==> src/rtl/core/mras_pkg.sv <==
// Shared widths, types and stage counts for the rate split unit.
package mras_pkg;

    localparam int LEN_W       = 24;
    localparam int RATE_W      = 24;
    localparam int COMB_W      = 25;
    localparam int SQ_W        = 2 * RATE_W;
    localparam int SUM_W       = 2 * COMB_W;
    localparam int DIST_W      = 24;
    localparam int FIELD_AXES  = 3;
    localparam int SQRT_STAGES = COMB_W;
    localparam int DIV_STAGES  = DIST_W;
    localparam int LANE_LAT    = DIV_STAGES + 1;
    localparam int PRE_LAT     = 3;
    localparam int PIPE_LAT    = PRE_LAT + SQRT_STAGES + LANE_LAT;

    typedef logic [LEN_W-1:0]  len_t;
    typedef logic [RATE_W-1:0] rate_t;
    typedef logic [COMB_W-1:0] comb_t;
    typedef logic [SQ_W-1:0]   sq_t;
    typedef logic [SUM_W-1:0]  sum_t;
    typedef logic [DIST_W-1:0] dist_t;

    typedef struct packed {
        len_t                        len;
        logic [FIELD_AXES-1:0][RATE_W-1:0] rate;
    } side_t;

endpackage

==> src/rtl/core/mras_lane.sv <==
// One axis lane: length times rate, then a pipelined rounded divide by the combined rate.
module mras_lane
(
    input  logic            clk,
    input  logic            en,
    input  mras_pkg::len_t  len,
    input  mras_pkg::rate_t rate,
    input  mras_pkg::comb_t comb,
    output mras_pkg::dist_t quot
);
    import mras_pkg::*;

    localparam int NUM_W = LEN_W + RATE_W + 1;

    logic [LEN_W+RATE_W-1:0] prod_reg;
    comb_t                   half_reg;
    comb_t                   d0_reg;

    comb_t                   rem_reg [0:DIV_STAGES-1];
    logic [DIST_W-1:0]       lo_reg  [0:DIV_STAGES-1];
    dist_t                   q_reg   [0:DIV_STAGES-1];
    comb_t                   d_reg   [0:DIV_STAGES-1];

    logic [NUM_W-1:0]        num;

    always_ff @(posedge clk)
    begin
        if (en)
        begin
            prod_reg <= len * rate;
            half_reg <= {1'b0, comb[COMB_W-1:1]};
            d0_reg   <= comb;
        end
    end

    assign num = {1'b0, prod_reg} + {{(NUM_W-COMB_W){1'b0}}, half_reg};

    genvar k;
    generate
        for (k = 0; k < DIV_STAGES; k++)
        begin : g_stage
            comb_t             rem_in;
            logic [DIST_W-1:0] lo_in;
            dist_t             q_in;
            comb_t             d_in;
            logic [COMB_W:0]   t;

            if (k == 0)
            begin : g_first
                assign rem_in = num[NUM_W-1:DIST_W];
                assign lo_in  = num[DIST_W-1:0];
                assign q_in   = '0;
                assign d_in   = d0_reg;
            end
            else
            begin : g_next
                assign rem_in = rem_reg[k-1];
                assign lo_in  = lo_reg[k-1];
                assign q_in   = q_reg[k-1];
                assign d_in   = d_reg[k-1];
            end

            assign t = {rem_in, lo_in[DIST_W-1]};

            always_ff @(posedge clk)
            begin
                if (en)
                begin
                    if (t >= {1'b0, d_in})
                    begin
                        rem_reg[k] <= COMB_W'(t - {1'b0, d_in});
                        q_reg[k]   <= {q_in[DIST_W-2:0], 1'b1};
                    end
                    else
                    begin
                        rem_reg[k] <= t[COMB_W-1:0];
                        q_reg[k]   <= {q_in[DIST_W-2:0], 1'b0};
                    end
                    lo_reg[k] <= {lo_in[DIST_W-2:0], 1'b0};
                    d_reg[k]  <= d_in;
                end
            end
        end
    endgenerate

    assign quot = q_reg[DIV_STAGES-1];

endmodule

==> config.mk <==
export PLATFORM = sky130hd
export DESIGN_NAME = mras_lane
export DESIGN_NICKNAME = d
export VERILOG_FILES = /design/src/rtl/core/mras_pkg.sv /design/src/rtl/core/mras_lane.sv
export SDC_FILE = /design/constraint.sdc
export NUM_CORES = 2
export LEC_CHECK = 0
export ABC_AREA = 1
export BUFFER_PORTS_ARGS = -buffer_cell sky130_fd_sc_hd__buf_2
export CAP_MARGIN = 20
export CORE_ASPECT_RATIO = 0.7
export CORE_MARGIN = 1
export CORE_UTILIZATION = 55
export DETAILED_ROUTE_END_ITERATION = 8
export PLACE_DENSITY = 0.81
export SLEW_MARGIN = 10
export SYNTH_ARGS = -nofsm -noshare
export SYNTH_HDL_FRONTEND = slang
export SYNTH_SLANG_ARGS = --single-unit
export TNS_END_PERCENT = 100
==> constraint.sdc <==
create_clock -name clk -period 10.87 [get_ports clk]
set_clock_uncertainty 0.2 [all_clocks]
set_input_delay 1.087 -clock clk [delete_from_list [all_inputs] [get_ports clk]]
set_output_delay 1.087 -clock clk [all_outputs]
set_load 0.05 [all_outputs]
* Yosys cells after proc, flatten, opt, wreduce, memory -nomap -nowiden *
Memory sizes are Yosys's and may differ from the RTL's.
Cells that the tools add are included.

operators by class
  add/subtract/negate cells = 25
  multipliers = 1
  div/mod/pow operators = 0
  $lt $le $gt $ge = 24
  equality and inequality tests = 0
  shifts and indexed selects = 0
  multiplexer cells = 194
  bitwise gates (word level) = 48
  reduce and logical (&&, ||, !) cells = 0

operators with widths
  operator                                          count
  26-bit by 25-bit >= comparator with 1-bit output  24
  25-bit two-way mux                                24
  25-bit subtractor                                 24
  24-bit two-way mux                                24
  1-bit two-way mux                                 146
  48-bit by 24-bit adder with 49-bit output         1
  24-bit by 24-bit multiplier with 48-bit output    1
  1-bit bitwise OR                                  48

word-level totals
  flip-flop bits (word level) = 97
  latch bits = 0
  RAM bits = 2328
  ROM bits = 0
  input bits = 75
  output and inout port bits = 24
  memories kept = 4

memories
  memory   words  width  rd ports  clocked after Yosys merged registers in  write ports  RTL line         source
  d_reg    24     25     23        0                                        24           mras_lane.sv:22  comb_t d_reg [0:DIV_STAGES-1];
  rem_reg  24     25     23        0                                        24           mras_lane.sv:19  comb_t rem_reg [0:DIV_STAGES-1];
  q_reg    24     24     24        0                                        24           mras_lane.sv:21  dist_t q_reg [0:DIV_STAGES-1];
  lo_reg   24     23     23        0                                        24           mras_lane.sv:20  logic [DIST_W-1:0] lo_reg [0:DIV_STAGES-1];

* Longest topological paths before layout *
  depth in word-level cells = 6
  depth in mapped cells = 30
  gate-level depth less buffers = 28

* Least setup slack after synthesis *
No wires, ideal clock.

  path type = input-to-reg
  from = input port rate[17]
  to = register prod_reg[43] (data pin)
  library setup time = 253 ps
  data arrival time = 6543 ps
  required time = 10417 ps
  path slack = 3874 ps
  stages on the path = 24
  buffers on the path = 1
  path through = clkbuf_1 -> nand2_1 -> fa_1 -> inv_1 -> fa_1 -> inv_1 -> fa_1 -> inv_1 -> fa_1 -> fa_1 -> fa_1 -> inv_1 -> fa_1 -> inv_1 -> ha_1 -> nand2_1 -> nor2_1 -> inv_1 -> nor2_1 -> inv_1 -> nor4_1 -> nand3_1 -> nand4_1 -> nand2_1

between the ends
  longest elaborated chain between the ends = 1

ends and longest elaborated chain
  what                                            RTL line         source
  start: declaration                              mras_lane.sv:7   input mras_pkg::rate_t rate,
  24-bit by 24-bit multiplier with 48-bit output  mras_lane.sv:30  prod_reg <= len * rate;
  end signal: assignment                          mras_lane.sv:30
  end: declaration                                mras_lane.sv:15  logic [LEN_W+RATE_W-1:0] prod_reg;

No other way between the ends.
A chain may end at the register's enable or synchronous reset.

* Final worst setup path *
  from = input port len[14]
  to = register prod_reg[43] (data pin)

between the ends
  longest elaborated chain between the ends = 1

ends and longest elaborated chain
  what                                            RTL line         source
  start: declaration                              mras_lane.sv:6   input mras_pkg::len_t len,
  24-bit by 24-bit multiplier with 48-bit output  mras_lane.sv:30

No other way between the ends.

==> metrics.csv <==
metric;value;unit
critical path arrival;7840;ps
Post-Syn Instances;13400;
nets;14850;
Buf/Inv on CP;8;
Synth top cells by count;nand2_1 (3757), inv_1 (2333), edfxtp_1 (1798);
Final Max Tran Viols;0;
Die Span X;561.3;um
largest net degree at the start of global routing;181;
# IOs;99;
Post-CTS Hold Buffers;0;
row count;143;
Hold WC Path Type;reg2reg;
post-route ant nets;0;
Worst EP required;11210;ps
EDFF count, synth;1798;
DR vias/cell;5.607;
first-pass GRT wire length;500100;um
Final Cell Area;129600;um2
Slew @ Worst Pin;1081;ps
initial antenna violation count;13;
Syn. warnings;0;
R2R Path Start;d0_reg[1];
Synth top area share;44.83;%
core box area;217400;um2
Cell Area, Placed;123600;um2
drt wl/cell;19.46;um
CP max stage cell;fa_1;
HP Start;lo_reg[1][61];
sequential element share of the synthesized area;44.85;%
gpl congestion;0.9825;
DRT Wirelength;321400;um
total grt overflow;0;
Inserted Clock Buffers;183;
post-CTS resize count;0;
final period utilization;69.04;%
Area contributors post-synth;edfxtp_1 (45%), nand2_1 (12%), fa_1 (8.4%);
CTS tree;yes;
Crit Path Max Fanout;24;
relative slew slack;27.78;%
Syn Area/Cell;8.988;um2
critical path, cell by cell;buf_2, nand2_1, fa_1, inv_1, fa_1, inv_1, fa_1, fa_1, inv_1, fa_1, fa_1, inv_1, fa_1, inv_1, ha_1, nand2_1, nor2_1, inv_1, nor2_1, inv_1, nor4_1, nand3_1, nand4_1, nand2_1;
nature of the critical path endpoint;flop;
clk slew on worst S/H paths;60;ps
die height;393.5;um
post-CTS setup buffers;0;
Yosys reg bits;1799;
initial drt markers;12240;
share of layout cells above drive strength 1;4.101;%
ys flop type;edfxtp_1;
Crit Path Class;in2reg;
crit path launch;len[14];
Synth Cell Area;120400;um2
Fillers;18530;
Finished Core Util;59.61;%
post-synth cell types;49;
Area growth syn-to-layout;7.600;%
setup_tns;0;ps
Residual DRC;0;
initial core utilization;55.40;%
outcome;completed;
crit start category;primary input;
worst skew pair latency;880;ps
Post-synth ARST share;0;%
Detailed Place HPWL;248100;um
most common cell in the netlist;nand2_1;
# H-tree levels;4;
final hold vios;0;
CTS Sinks;1799;
Max-Cap Viols;0;
RSZ-0062 raised after global routing;false;
CTS root buf;clkbuf_16;
IO Port Bufs;98;
Fmax;133.3;MHz
Global Route Usage Sum;28.99;%
CP delay by family, top;adder cells;
Pre-antenna DRT Iters;8;
total number of vias;92630;
Synth area leader;edfxtp_1;
# setup viols final;0;
slowest stage delay, CP;600;ps
syn nets;14780;
CTS Buffer Depth;4;
Final Critical Period;7505;ps
number of global-route vias before repair;86910;
Die ar.;220900;um2
[logic make-up (layout without fill, tap and decap cells)]
kind of cell    count (synthesis)  in the layout  synth area share, %
compound gates               1398           1398                6.481
xor+xnor                      425            425                3.091
fa+ha+maj                    1304           1304                16.70
buf+inv                      2592           2802                8.412
flops                        1799           1799                44.85
other cells                     0             11                    0
simple gates                 5880           5880                20.46
[stage by stage]
step                cells  worst slack, ps  hold WS, ps
floorplan           13400             3874        200.3
global placement    16180             2806        200.0
detailed placement  16180             2734        204.5
CTS                 16510             3542        138.9
global route        16520             3162        146.5
finish              16520             3365        142.7
[worst paths after layout]
path	end	slack, ps	depth (start not counted)
max	prod_reg[43]	3370	24
min	lo_reg[1][85]	140	0
max reg2reg	rem_reg[0][22]	5430	24
min reg2reg	lo_reg[1][85]	140	0
[cell type report]
cell class | count | area [um2] | share of cell area [%]
Sequential cell | 1799 | 54010 | 41.68
Inverter | 2336 | 8771 | 6.769
Multi-Input combinational cell | 9007 | 56300 | 43.45
Antenna cell | 11 | 27.53 | 0.02124
Timing Repair Buffer | 139 | 875.8 | 0.6759
Clock inverter | 121 | 1239 | 0.9559
Tap cell | 2900 | 3628 | 2.800
Clock buffer | 206 | 4728 | 3.649
[metal layers]
metal | track usage, % | vias up | wire length (um)
met4 | 7.320 | 0 | 7780
met2 | 41.00 | 4662 | 132500
met3 | 5.834 | 480 | 35420
met1 | 45.23 | 43550 | 145700
met5 | 0 | - | 0
li1 | - | 43940 | -
[cells in the final DEF (no fill, tap or decap), types with 14 or more instances in the layout]
master,instances
nor4_1,68
xor2_1,306
a21oi_1,736
o21bai_2,20
buf_4,36
buf_2,97
o21bai_1,106
nor3_1,119
nand4_1,180
or2_2,28
edfxtp_1,1798
xnor2_1,119
o21ai_0,410
clkbuf_1,19
nand2_1,3757
a31oi_1,15
clkinvlp_4,20
nand3b_1,72
inv_1,2333
nor2_1,676
fa_1,506
ha_1,798
clkinv_1,28
a21o_1,53
o21ai_2,33
clkbuf_16,185
bufinv_16,20
nand2_4,14
nand2b_1,26
nand3_1,888
nand2_2,16
clkinv_2,32
Power is left out: the tool's default activity adds up to more than one toggle a clock period on the data nets, which glitch-free logic cannot reach.
